--- src/rtl/b64d_pkg.sv ---
// ----------------------------------------------------------------------------
// Base64 stream decoder package
// Shared types, status codes and the character classifier.
// ----------------------------------------------------------------------------
package b64d_pkg;

   localparam int JOB_DEPTH_LOG2_DEFAULT = 2;
   localparam int RSP_DEPTH_LOG2_DEFAULT = 2;

   typedef enum logic [2:0] {
      ST_OK              = 3'd0,
      ST_ILLEGAL         = 3'd1,
      ST_DIGIT_AFTER_PAD = 3'd2,
      ST_BAD_PAD         = 3'd3,
      ST_LONE_DIGIT      = 3'd4
   } status_type;

   // Character classes: values below CLS_SKIP are digit values.
   localparam logic [6:0] CLS_SKIP    = 7'd64;
   localparam logic [6:0] CLS_ILLEGAL = 7'd65;
   localparam logic [6:0] CLS_PAD     = 7'd66;

   // One unit of work for the back end: up to three data bytes and an optional status.
   typedef struct packed {
      logic        is_end;
      logic [1:0]  count;
      logic [23:0] data;
      status_type  status;
   } job_type;

   typedef struct packed {
      logic       is_end;
      logic [7:0] out_byte;
      status_type status;
   } rsp_type;

   function automatic logic [6:0] classify(input logic [7:0] ch);
      logic [6:0] cls;
      cls = CLS_ILLEGAL;
      if (ch inside {[8'h41:8'h5a]}) begin
         cls = 7'(ch - 8'h41);
      end else if (ch inside {[8'h61:8'h7a]}) begin
         cls = 7'(ch - 8'h61 + 8'd26);
      end else if (ch inside {[8'h30:8'h39]}) begin
         cls = 7'(ch - 8'h30 + 8'd52);
      end else if (ch inside {8'h2b, 8'h2d}) begin
         cls = 7'h3e;
      end else if (ch inside {8'h2f, 8'h5f}) begin
         cls = 7'h3f;
      end else if (ch == 8'h3d) begin
         cls = CLS_PAD;
      end else if (ch inside {8'h0a, 8'h0d}) begin
         cls = CLS_SKIP;
      end
      return cls;
   endfunction

endpackage

--- src/rtl/b64d_fifo.sv ---
// ----------------------------------------------------------------------------
// Base64 decoder FIFO
// Small register-based first-in first-out queue with full and empty flags.
// ----------------------------------------------------------------------------
module b64d_fifo #(
   parameter int WIDTH      = 8,
   parameter int DEPTH_LOG2 = 2
) (
   input  logic             clock,
   input  logic             reset,
   input  logic             push,
   input  logic [WIDTH-1:0] push_data,
   output logic             full,
   input  logic             pop,
   output logic [WIDTH-1:0] pop_data,
   output logic             empty
);

   localparam int DEPTH = 1 << DEPTH_LOG2;

   logic [WIDTH-1:0]      mem_ff [DEPTH];
   logic [DEPTH_LOG2-1:0] wr_ptr_ff, wr_ptr_in;
   logic [DEPTH_LOG2-1:0] rd_ptr_ff, rd_ptr_in;
   logic [DEPTH_LOG2:0]   count_ff, count_in;
   logic                  push_ok;
   logic                  pop_ok;

   assign full     = (count_ff == (DEPTH_LOG2 + 1)'(DEPTH));
   assign empty    = (count_ff == '0);
   assign pop_data = mem_ff[rd_ptr_ff];
   assign push_ok  = push && !full;
   assign pop_ok   = pop && !empty;

   always_comb begin
      wr_ptr_in = push_ok ? wr_ptr_ff + 1'b1 : wr_ptr_ff;
      rd_ptr_in = pop_ok ? rd_ptr_ff + 1'b1 : rd_ptr_ff;
      count_in  = count_ff + (DEPTH_LOG2 + 1)'(push_ok) - (DEPTH_LOG2 + 1)'(pop_ok);
   end

   always_ff @(posedge clock) begin
      if (push_ok) begin
         mem_ff[wr_ptr_ff] <= push_data;
      end
   end

   always_ff @(posedge clock) begin
      if (reset) begin
         wr_ptr_ff <= '0;
         rd_ptr_ff <= '0;
         count_ff  <= '0;
      end else begin
         wr_ptr_ff <= wr_ptr_in;
         rd_ptr_ff <= rd_ptr_in;
         count_ff  <= count_in;
      end
   end

endmodule

--- src/rtl/b64d_front.sv ---
// ----------------------------------------------------------------------------
// Base64 decoder front end
// Classifies each character, tracks the digit group, padding and error
// state, and issues a job for every completed group and for every end request.
// ----------------------------------------------------------------------------
module b64d_front (
   input  logic              clock,
   input  logic              reset,
   input  logic              req_push,
   input  logic              req_op,
   input  logic [7:0]        req_character,
   output logic              req_full,
   output logic              job_push,
   output b64d_pkg::job_type job_data,
   input  logic              job_full
);

   import b64d_pkg::*;

   logic [5:0] held_ff [3];
   logic [5:0] held_in [3];
   logic [1:0] digit_count_ff, digit_count_in;
   logic [2:0] pad_count_ff, pad_count_in;
   status_type error_ff, error_in;
   logic       accept;
   logic [6:0] cls;
   logic [5:0] last_digit;
   logic [2:0] pad_expected;

   assign req_full     = job_full;
   assign accept       = req_push && !job_full;
   assign cls          = classify(req_character);
   assign pad_expected = 3'd4 - {1'b0, digit_count_ff};

   always_comb begin
      held_in        = held_ff;
      digit_count_in = digit_count_ff;
      pad_count_in   = pad_count_ff;
      error_in       = error_ff;
      job_push       = 1'b0;
      job_data.is_end = 1'b0;
      job_data.count  = 2'd0;
      job_data.status = ST_OK;
      last_digit      = (digit_count_ff == 2'd3) ? held_ff[2] : 6'd0;
      job_data.data   = {held_ff[0], held_ff[1], last_digit, cls[5:0]};

      if (accept) begin
         if (req_op) begin
            job_push        = 1'b1;
            job_data.is_end = 1'b1;
            job_data.data   = {held_ff[0], held_ff[1], last_digit, 6'd0};
            job_data.status = error_ff;
            if (error_ff == ST_OK) begin
               if (pad_count_ff != 3'd0 && pad_count_ff != pad_expected) begin
                  job_data.status = ST_BAD_PAD;
               end else if (digit_count_ff == 2'd1) begin
                  job_data.status = ST_LONE_DIGIT;
               end else if (digit_count_ff >= 2'd2) begin
                  job_data.count = digit_count_ff - 2'd1;
               end
            end
            digit_count_in = 2'd0;
            pad_count_in   = 3'd0;
            error_in       = ST_OK;
         end else if (error_ff == ST_OK) begin
            if (cls == CLS_ILLEGAL) begin
               error_in = ST_ILLEGAL;
            end else if (cls == CLS_PAD) begin
               if (pad_count_ff != 3'd7) begin
                  pad_count_in = pad_count_ff + 3'd1;
               end
            end else if (cls != CLS_SKIP) begin
               if (pad_count_ff != 3'd0) begin
                  error_in = ST_DIGIT_AFTER_PAD;
               end else if (digit_count_ff == 2'd3) begin
                  // Fourth digit completes the group: three bytes go to the back end.
                  job_push       = 1'b1;
                  job_data.count = 2'd3;
                  job_data.data  = {held_ff[0], held_ff[1], held_ff[2], cls[5:0]};
                  digit_count_in = 2'd0;
               end else begin
                  held_in[digit_count_ff] = cls[5:0];
                  digit_count_in          = digit_count_ff + 2'd1;
               end
            end
         end
      end
   end

   always_ff @(posedge clock) begin
      held_ff <= held_in;
   end

   always_ff @(posedge clock) begin
      if (reset) begin
         digit_count_ff <= 2'd0;
         pad_count_ff   <= 3'd0;
         error_ff       <= ST_OK;
      end else begin
         digit_count_ff <= digit_count_in;
         pad_count_ff   <= pad_count_in;
         error_ff       <= error_in;
      end
   end

endmodule

--- src/rtl/b64d_back.sv ---
// ----------------------------------------------------------------------------
// Base64 decoder back end
// Takes jobs from the job queue and writes their data bytes and final
// status into the result queue, one result per cycle while a job waits and the queue has room.
// ----------------------------------------------------------------------------
module b64d_back (
   input  logic              clock,
   input  logic              reset,
   input  logic              job_empty,
   input  b64d_pkg::job_type job_data,
   output logic              job_pop,
   output logic              res_push,
   output b64d_pkg::rsp_type res_data,
   input  logic              res_full
);

   import b64d_pkg::*;

   logic [1:0] idx_ff, idx_in;
   logic       step;
   logic       last;
   logic       is_data;

   assign step    = !job_empty && !res_full;
   assign is_data = (idx_ff != job_data.count);
   // An end job finishes on its status result, a group job on its third byte.
   assign last    = job_data.is_end ? !is_data : (idx_ff == job_data.count - 2'd1);
   assign job_pop  = step && last;
   assign res_push = step;

   always_comb begin
      res_data.is_end   = !is_data;
      res_data.status   = is_data ? ST_OK : job_data.status;
      case (idx_ff)
         2'd0:    res_data.out_byte = job_data.data[23:16];
         2'd1:    res_data.out_byte = job_data.data[15:8];
         default: res_data.out_byte = job_data.data[7:0];
      endcase
      if (!is_data) begin
         res_data.out_byte = 8'd0;
      end
      idx_in = idx_ff;
      if (step) begin
         idx_in = last ? 2'd0 : idx_ff + 2'd1;
      end
   end

   always_ff @(posedge clock) begin
      if (reset) begin
         idx_ff <= 2'd0;
      end else begin
         idx_ff <= idx_in;
      end
   end

endmodule

--- src/rtl/base64_stream_decoder_core.sv ---
// A request's results pass from the job queue through the back end into the result queue.
// Throughput: one request per cycle; the back end writes one result per cycle when not stalled.
// A group of four digits gives three results over four requests, so the back end keeps pace;
// the job queue absorbs the up to three results of an end request. Requests stall only
// when the job queue fills, that is when results back up or end requests outrun the back end.
// Reset (synchronous, active high) empties both queues and clears the decoder state.
// ----------------------------------------------------------------------------
// Base64 stream decoder core
// Decodes one base64 character per request into data bytes and a final status.
// ----------------------------------------------------------------------------
module base64_stream_decoder_core #(
   parameter int JOB_DEPTH_LOG2 = b64d_pkg::JOB_DEPTH_LOG2_DEFAULT,
   parameter int RSP_DEPTH_LOG2 = b64d_pkg::RSP_DEPTH_LOG2_DEFAULT
) (
   input  logic       clock,
   input  logic       reset,
   input  logic       req_push,
   input  logic       req_op,
   input  logic [7:0] req_character,
   output logic       req_full,
   output logic       rsp_empty,
   input  logic       rsp_pop,
   output logic       rsp_is_end,
   output logic [7:0] rsp_out_byte,
   output logic [2:0] rsp_status
);

   import b64d_pkg::*;

   job_type front_job;
   job_type head_job;
   rsp_type back_res;
   rsp_type head_res;
   logic    job_push;
   logic    job_full;
   logic    job_pop;
   logic    job_empty;
   logic    res_push;
   logic    res_full;

   b64d_front u_front (
      .clock         (clock),
      .reset         (reset),
      .req_push      (req_push),
      .req_op        (req_op),
      .req_character (req_character),
      .req_full      (req_full),
      .job_push      (job_push),
      .job_data      (front_job),
      .job_full      (job_full)
   );

   b64d_fifo #(
      .WIDTH      ($bits(job_type)),
      .DEPTH_LOG2 (JOB_DEPTH_LOG2)
   ) u_job_fifo (
      .clock     (clock),
      .reset     (reset),
      .push      (job_push),
      .push_data (front_job),
      .full      (job_full),
      .pop       (job_pop),
      .pop_data  (head_job),
      .empty     (job_empty)
   );

   b64d_back u_back (
      .clock     (clock),
      .reset     (reset),
      .job_empty (job_empty),
      .job_data  (head_job),
      .job_pop   (job_pop),
      .res_push  (res_push),
      .res_data  (back_res),
      .res_full  (res_full)
   );

   b64d_fifo #(
      .WIDTH      ($bits(rsp_type)),
      .DEPTH_LOG2 (RSP_DEPTH_LOG2)
   ) u_rsp_fifo (
      .clock     (clock),
      .reset     (reset),
      .push      (res_push),
      .push_data (back_res),
      .full      (res_full),
      .pop       (rsp_pop),
      .pop_data  (head_res),
      .empty     (rsp_empty)
   );

   assign rsp_is_end   = head_res.is_end;
   assign rsp_out_byte = head_res.out_byte;
   assign rsp_status   = head_res.status;

endmodule

--- config.mk ---
export PLATFORM = sky130hd
export DESIGN_NAME = base64_stream_decoder_core
export DESIGN_NICKNAME = d
export VERILOG_FILES = /design/src/rtl/b64d_pkg.sv /design/src/rtl/b64d_fifo.sv /design/src/rtl/b64d_front.sv /design/src/rtl/b64d_back.sv /design/src/rtl/base64_stream_decoder_core.sv
export SDC_FILE = /design/constraint.sdc
export NUM_CORES = 1
export LEC_CHECK = 0
export BUFFER_PORTS_ARGS = -buffer_cell sky130_fd_sc_hd__buf_2
export CORE_MARGIN = 2
export CORE_UTILIZATION = 25
export CTS_BUF_LIST = sky130_fd_sc_hd__clkbuf_8 sky130_fd_sc_hd__clkbuf_16
export CTS_CLUSTER_DIAMETER = 80
export DETAILED_ROUTE_END_ITERATION = 8
export GPL_TIMING_DRIVEN = 0
export PLACE_DENSITY = 0.45
export REMOVE_ABC_BUFFERS = 1
export SETUP_SLACK_MARGIN = 0.05
export SYNTH_ARGS = -nofsm -noshare
export SYNTH_HDL_FRONTEND = slang
export SYNTH_HIERARCHICAL = 1
export SYNTH_SLANG_ARGS = --single-unit
--- constraint.sdc ---
create_clock -name clock -period 3.8 [get_ports clock]
set_input_delay 0.38 -clock clock [delete_from_list [all_inputs] [get_ports clock]]
set_output_delay 0.38 -clock clock [all_outputs]
set_load 0.005 [all_outputs]
==> results of run 1 <==
[critical path, cell delays in order]
cell       delay, ns
buf_4           0.17
inv_1           0.17
ha_4            0.22
a21o_1          0.15
nand2_1         0.07
o2111a_2        0.31
buf_4           0.19
a2111oi_4       0.40
o21ai_1         0.15
a21oi_2         0.18
inv_1           0.06
inv_1           0.12
nor2_4          0.07
inv_1           0.08
ha_1            0.12
inv_1           0.04
ha_1            0.18
fa_1            0.39
xnor2_1         0.18
xnor2_1         0.13
nor2_1          0.05
[state kept, by name, summed over array words and instances (netlist names), named ones only]
signal and count:
u_rsp_fifo/rd_ptr_ff 2, u_job_fifo/rd_ptr_ff 2, u_front/pad_count_ff 3, u_rsp_fifo/count_ff 3, u_job_fifo/wr_ptr_ff 2, u_front/error_ff 2, u_front/digit_count_ff 2, u_front/held_ff 18
u_back/idx_ff 2, u_job_fifo/count_ff 3, u_rsp_fifo/mem_ff 48, u_rsp_fifo/wr_ptr_ff 2, u_job_fifo/mem_ff 120
[through the flow]
step                      instance area (um2)  setup TNS (ns)  util, %  total power [mW]  hold slack, ns
final                                   11000               0     29.3              6.63           0.273
after global placement                  10000         -212.60     26.7              4.44           0.471
after global routing                    11000               0     29.3              7.01           0.281
after CTS                               11000               0     29.2              6.75           0.256
after detailed placement                10200          -48.29     27.0              4.47           0.473
after floorplan                          9280          -0.582        -              3.96           0.449
[layer usage]
layer | share of wire, % | vias to the layer above
li1 | - | 2353
met1 | 48 | 2537
met2 | 46 | 82
met3 | 3.5 | 23
met4 | 1.7 | 0
met5 | 0 | -
[cell type report]
cell class / instances / area, um2
fillers: 3739 / 26600
flip-flops and latches: 213 / 6130
multi-input cells: 325 / 3070
well taps: 511 / 639
clock buffers: 25 / 626
repair buffers: 35 / 270
clock inverters: 17 / 146
inverters: 37 / 139
[timing repair]
item | in CTS | in global routing
gates resized for setup | 6 | 12
setup buffers | 2 | 2
pin swaps | 2 | 0
endpoints found under the setup margin | 3 | 2
[path summary, 6_finish.rpt]
path	cells past startpoint	endpoint	slack [ns]	start
worst max register to register	14	u_job_fifo/count_ff[2]	0.39	flip-flop
worst min-delay path	4	u_rsp_fifo/rd_ptr_ff[1]	0.27	rsp_pop
worst min register to register	2	flip-flop	0.49	u_job_fifo/rd_ptr_ff[1]
worst max-delay path	21	u_job_fifo/count_ff[2]	0.37	req_character[2]
[cells by family (layout without fill, tap and decap cells)]
kind of cell    count (synthesis)  count (layout)  share of synthesized area (%)
compound gates                 82              82                           6.18
simple gates                  146             146                           8.54
fa+ha+maj                      34              34                           4.64
buf+inv                        69             114                           3.79
mux                            49              49                           11.0
flops                         213             213                           64.5
xor+xnor                       14              14                           1.37
[cell usage after synthesis, types with 2 or more instances]
cell,count
mux4_2,35
inv_1,35
nand3_1,8
buf_4,14
ha_1,32
dfxtp_1,27
nor2_1,27
buf_2,8
or2_2,2
nor2b_1,12
o21ai_0,13
xnor2_1,9
nor3_2,2
nor3_1,8
o211ai_1,2
and3_1,5
a21boi_0,2
nor3b_2,2
a211oi_1,2
mux4_1,7
edfxtp_1,186
xor2_1,4
and2_1,19
o21bai_1,2
nand2b_1,5
buf_6,5
a21oi_1,26
o31ai_1,3
fa_1,2
mux2i_1,7
a31oi_1,4
or3_1,5
clkbuf_1,3
and3_2,4
nand2_1,36
a22oi_1,8
[power by group through the flow]
stage | Combinational, mW | Sequential, mW | Clock [mW]
2_1_floorplan | 0.887 | 3.07 | 0
3_3_place_gp | 1.31 | 3.13 | 0
5_1_grt | 1.54 | 3.08 | 2.40
3_5_place_dp | 1.36 | 3.11 | 0
4_1_cts | 1.37 | 3.06 | 2.31
6_report | 1.36 | 3.04 | 2.23
==> metrics.md, run 1 <==
| Metric | Value |
|---|---|
| Synth cell types | `72` |
| DRC Markers | `0` |
| Leading cell types in the layout, fill and taps excluded | `edfxtp_1 (186), inv_1 (39), nand2_1 (36)` |
| CTS tree | `built` |
| Commonest non-fill, non-tap cell in the layout | `edfxtp_1` |
| Syn Area/Cell | `15.6 um2` |
| # Max-Cap Violations | `0` |
| Number of hold buffers added after CTS | `0` |
| Post-detail-place hpwl | `11700 um` |
| Post-route ant nets | `0` |
| Gr busiest metal | `met2` |
| Tmin final | `3.43 ns` |
| CP Class | `in -> reg` |
| Leak | `3.76 nW` |
| Post-synth EDFFs | `186` |
| Critical Path RT | `4.18 ns` |
| First-pass GRT wire length | `29500 um` |
| Core area | `37600 um2` |
| Final WS setup | `0.368 ns` |
| Gate Count Post-Synth | `607` |
| CTS Buf Count | `24` |
| Die Area | `39600 um2` |
| Hold Vio Cnt, Final | `0` |
| Fmax | `291 MHz` |
| P_sw | `1.77 mW` |
| Startpoint Class | `input port` |
| Layout net count | `683` |
| ANT cells | `0` |
| DR pass1 iterations | `4` |
| Yosys warnings | `6` |
| Setup WS pre-CTS | `-1.05 ns` |
| Vias in the first global route | `5140` |
| Pwr/cell area | `602 nW/um2` |
| CTS sink cnt | `213` |
| Grt met2 use | `15.7%` |
| Clock share of power | `33.7%` |
| Placed insts | `1117` |
| Via Count | `4995` |
| Max-Slew Margin vs Limit | `14.5%` |
| Initial antenna violation count | `0` |
| Ranking of synthesized cells by area | `edfxtp_1 (59%), mux4_2 (8.3%), dfxtp_1 (5.7%)` |
| Final Max Tran Viols | `0` |
| Grt total ovfl | `0` |
| Non-filler cells in the finished layout | `1163` |
| H-tree depth | `1` |
| Hold crit path type | `in -> reg` |
| Die W | `199 um` |
| Maximum vdd ir drop | `0.259 mV` |
| Root Buffer | `clkbuf_16` |
| Clk buf depth | `3` |
| Met3 GRT Util | `1.39%` |
| Status | `finished, final reports clean` |
| Final setup viols | `0` |
| Critical Path AT | `3.81 ns` |
| Pin slew with the least headroom to its limit | `1.28 ns` |
| Clock transition at path regs | `0.06 ns` |
| Crit end category | `flip-flop` |
| Share of layout cells above drive strength 1 | `21.6%` |
| Yosys top cell area share | `58.8%` |
| Clk Latency, worst-skew pair | `0.50 ns` |
| P&R area growth vs syn | `16.1%` |
| Cell Area, Synth | `9500 um2` |
| Top-level port count | `27` |
| Routability congestion estimate | `0.721` |
| 1st-iter DRT viols | `306` |
| Die height | `199 um` |
| GRT Total Usage | `9.67%` |
| P_int | `4.87 mW` |
| Combinational Power Share | `20.4%` |
| Row cnt | `71` |
| Register area share after synthesis | `64.5%` |
| Maximum fanout along the worst path | `13` |
| Switching share of power | `26.7%` |
| Biggest area consumer among synthesized cells | `edfxtp_1` |
| IO buf count | `26` |
| Final period utilization | `90.3%` |
| Reg power frac | `45.9%` |
| Unrepaired setup endpoints after global routing | `no` |
| Initial Util | `25.3%` |
| Met1 Use GR | `13.4%` |
| WL/cell | `16.1 um` |
| Most common flop cell mapped by yosys | `edfxtp_1` |
| Number of vias per cell | `4.29` |
| Synth Register Bits | `213` |
| Largest net degree at the start of global routing | `31` |
| Async SR Flop Fraction | `0%` |
| Worst-case clock skew | `0.00701 ns` |
| DRT Wirelength | `18700 um` |
Power figures use the tool's default switching activity.
==> run 2: changes to the inputs <==
BUFFER_PORTS_ARGS = -buffer_cell sky130_fd_sc_hd__clkbuf_2   (was -buffer_cell sky130_fd_sc_hd__buf_2)
==> run 2 against run 1 <==
  * Global-route usage about the same
  * Setup slack worse by 0.034 ns
  * Clock-buffer cell count down 1
  * Largest power group unchanged
  * Highest routed layer unchanged
==> metrics.md, run 2 (synthesized netlist as in run 1, its figures left out) <==
| Metric | Value |
|---|---|
| Status | `finished, final reports clean` |
| Row cnt | `71 (unchanged)` |
| IO buf count | `26 (unchanged)` |
| Via Count | `4895 (-2.0%)` |
| GRT Total Usage | `9.68% (+0.015 points)` |
| Top reg by flops | `u_job_fifo/mem_ff` |
| CP Class | `in -> reg` |
| Post-detail-place hpwl | `11600 um (-0.87%)` |
| Clock transition at path regs | `0.06 ns (about the same)` |
| Hold Vio Cnt, Final | `0 (unchanged)` |
| DRC Markers | `0 (unchanged)` |
| Number of hold buffers added after CTS | `0 (unchanged)` |
| Routability congestion estimate | `0.708 (-1.8%)` |
| Grt total ovfl | `0 (unchanged)` |
| DRT Wirelength | `18300 um (-1.9%)` |
| Fmax | `288 MHz (-0.99%)` |
| Pwr/cell area | `596 nW/um2 (-0.95%)` |
| Top-level port count | `27 (unchanged)` |
| Root Buffer | `clkbuf_16` |
| Setup_tns | `0 ns (unchanged)` |
| Most used cell, CP | `inv_1` |
| Critical path's slowest cell | `fa_1` |
| Post-route ant nets | `0 (unchanged)` |
| Critical Path AT | `3.84 ns (+0.03 ns)` |
| CTS Buf Count | `24 (unchanged)` |
| Max-Slew Margin vs Limit | `20.6% (+6.1 points)` |
| WL/cell | `15.8 um (-1.6%)` |
| DR pass1 iterations | `4 (unchanged)` |
| Initial antenna violation count | `0 (unchanged)` |
| Fill cells | `3754 (+0.40%)` |
| Maximum vdd ir drop | `0.281 mV (+8.6%)` |
| Fin Hold WS | `0.240 ns (-0.0334 ns)` |
| Final period utilization | `91.2% (+0.90 points)` |
| Biggest regs | `u_job_fifo/mem_ff (120), u_rsp_fifo/mem_ff (48), u_front/held_ff (18)` |
| Final Max Tran Viols | `0 (unchanged)` |
| Unrepaired setup endpoints after global routing | `no` |
| Core area | `37600 um2 (unchanged)` |
| R2R cell count | `14 (unchanged)` |
| Leak | `3.72 nW (-1.0%)` |
| Initial Util | `25.3% (unchanged)` |
| Final setup viols | `0 (unchanged)` |
| Largest net degree at the start of global routing | `31 (unchanged)` |
| Critical Path RT | `4.17 ns (about the same)` |
| First-pass GRT wire length | `29700 um (+0.84%)` |
| Pin slew with the least headroom to its limit | `1.19 ns (-0.0916 ns)` |
| CTS sink cnt | `213 (unchanged)` |
| Max reg flops | `120 (unchanged)` |
| ANT cells | `0 (unchanged)` |
| Share of layout cells above drive strength 1 | `22.2% (+0.60 points)` |
| CTS tree | `built` |
| Maximum fanout along the worst path | `8 (-5)` |
| Number of vias per cell | `4.22 (-1.7%)` |
| CP max stage delay | `0.38 ns (-0.02 ns)` |
| WHS Path Cells | `4 (unchanged)` |
| Layout net count | `681 (-0.29%)` |
| Placed insts | `1116 (-0.090%)` |
| Die W | `199 um (unchanged)` |
| Crit end category | `flip-flop` |
| 1st-iter DRT viols | `326 (+6.5%)` |
| Startpoint Class | `input port` |
| # Max-Cap Violations | `0 (unchanged)` |
| H-tree depth | `1 (unchanged)` |
| Commonest non-fill, non-tap cell in the layout | `edfxtp_1` |
| Hold crit path type | `in -> reg` |
| Clk Latency, worst-skew pair | `0.52 ns (+0.02 ns)` |
| Worst-case clock skew | `0.0195 ns (+0.0125 ns)` |
| Clk buf depth | `3 (unchanged)` |
| Non-filler cells in the finished layout | `1159 (-0.34%)` |
| Vias in the first global route | `5131 (-0.18%)` |
| P&R area growth vs syn | `15.4%` |
| Tmin final | `3.47 ns (+0.0342 ns)` |
| Die Area | `39600 um2 (unchanged)` |
| Leading cell types in the layout, fill and taps excluded | `edfxtp_1 (186), inv_1 (37), nand2_1 (36)` |
| Worst path depth | `20 (-4.8%)` |
| Crit-path cells | `clkbuf_2 -> inv_1 -> ha_1 -> and2b_1 -> a2bb2oi_2 -> o211a_1 -> a311oi_4 -> and3_2 -> a21oi_2 -> inv_1 -> inv_1 -> nor2_4 -> inv_1 -> ha_1 -> inv_1 -> ha_1 -> fa_1 -> xnor2_1 -> xnor2_1 -> nor2_1` |
| Power Total | `6.53 mW (-1.5%)` |
| Critical path's top delay family | `adder cells` |
| CP bufs+invs | `6 (-1)` |
| Die height | `199 um (unchanged)` |
==> run 2: timing repair <==
item                       CTS  global route
setup endpoints to repair   48             2
setup buffers                2             1
pin swaps                    2             0
resized for setup            8            11
==> run 2: path summary, 6_finish.rpt <==
path / start / to / slack (ns)
worst min register to register: u_job_fifo/rd_ptr_ff[1] / flip-flop / 0.47
worst max-delay path: req_character[1] / u_job_fifo/count_ff[2] / 0.33
worst min-delay path: rsp_pop / u_rsp_fifo/rd_ptr_ff[1] / 0.24
worst max register to register: flip-flop / u_job_fifo/count_ff[2] / 0.41
==> run 2: per-stage QoR <==
stage,area (um2),worst slack [ns],util [%]
floorplan,9280,-0.379,-
finish,11000,0.333,29.2
detailed placement,10100,-1.10,27.0
CTS,10900,0.0939,29.0
global route,11000,0.0476,29.2
global placement,10000,-1.57,26.7
==> run 2: metal layers <==
layer,share of wire (%),vias up,track usage (%)
met1,48,2459,13.1
met3,3.4,20,1.71
li1,-,2353,-
met4,1.7,0,2.27
met5,0,-,0
met2,47,63,16.1
==> run 2: area by class of cell <==
cell class / instances / area, um2 / share of cell area, %
Clock buffer: 24 / 601 / 5.48
Clock inverter: 16 / 135 / 1.23
Inverter: 37 / 139 / 1.27
Multi-Input combinational cell: 325 / 3070 / 28.0
Sequential cell: 213 / 6130 / 56.0
Tap cell: 511 / 639 / 5.84
Timing Repair Buffer: 33 / 235 / 2.15
==> run 2: power breakdown <==
part | total [mW] | internal [mW] | switching [mW]
registers | 3.04 | 2.91 | 0.130
clock network | 2.14 | 1.28 | 0.867
logic | 1.34 | 0.565 | 0.778
total | 6.53 | 4.76 | 1.78
==> run 2: tightest hold or removal path: stages <==
cell	delay (ns)
clkbuf_2	0.09
nand2_1	0.07
or3_1	0.09
a21oi_1	0.07
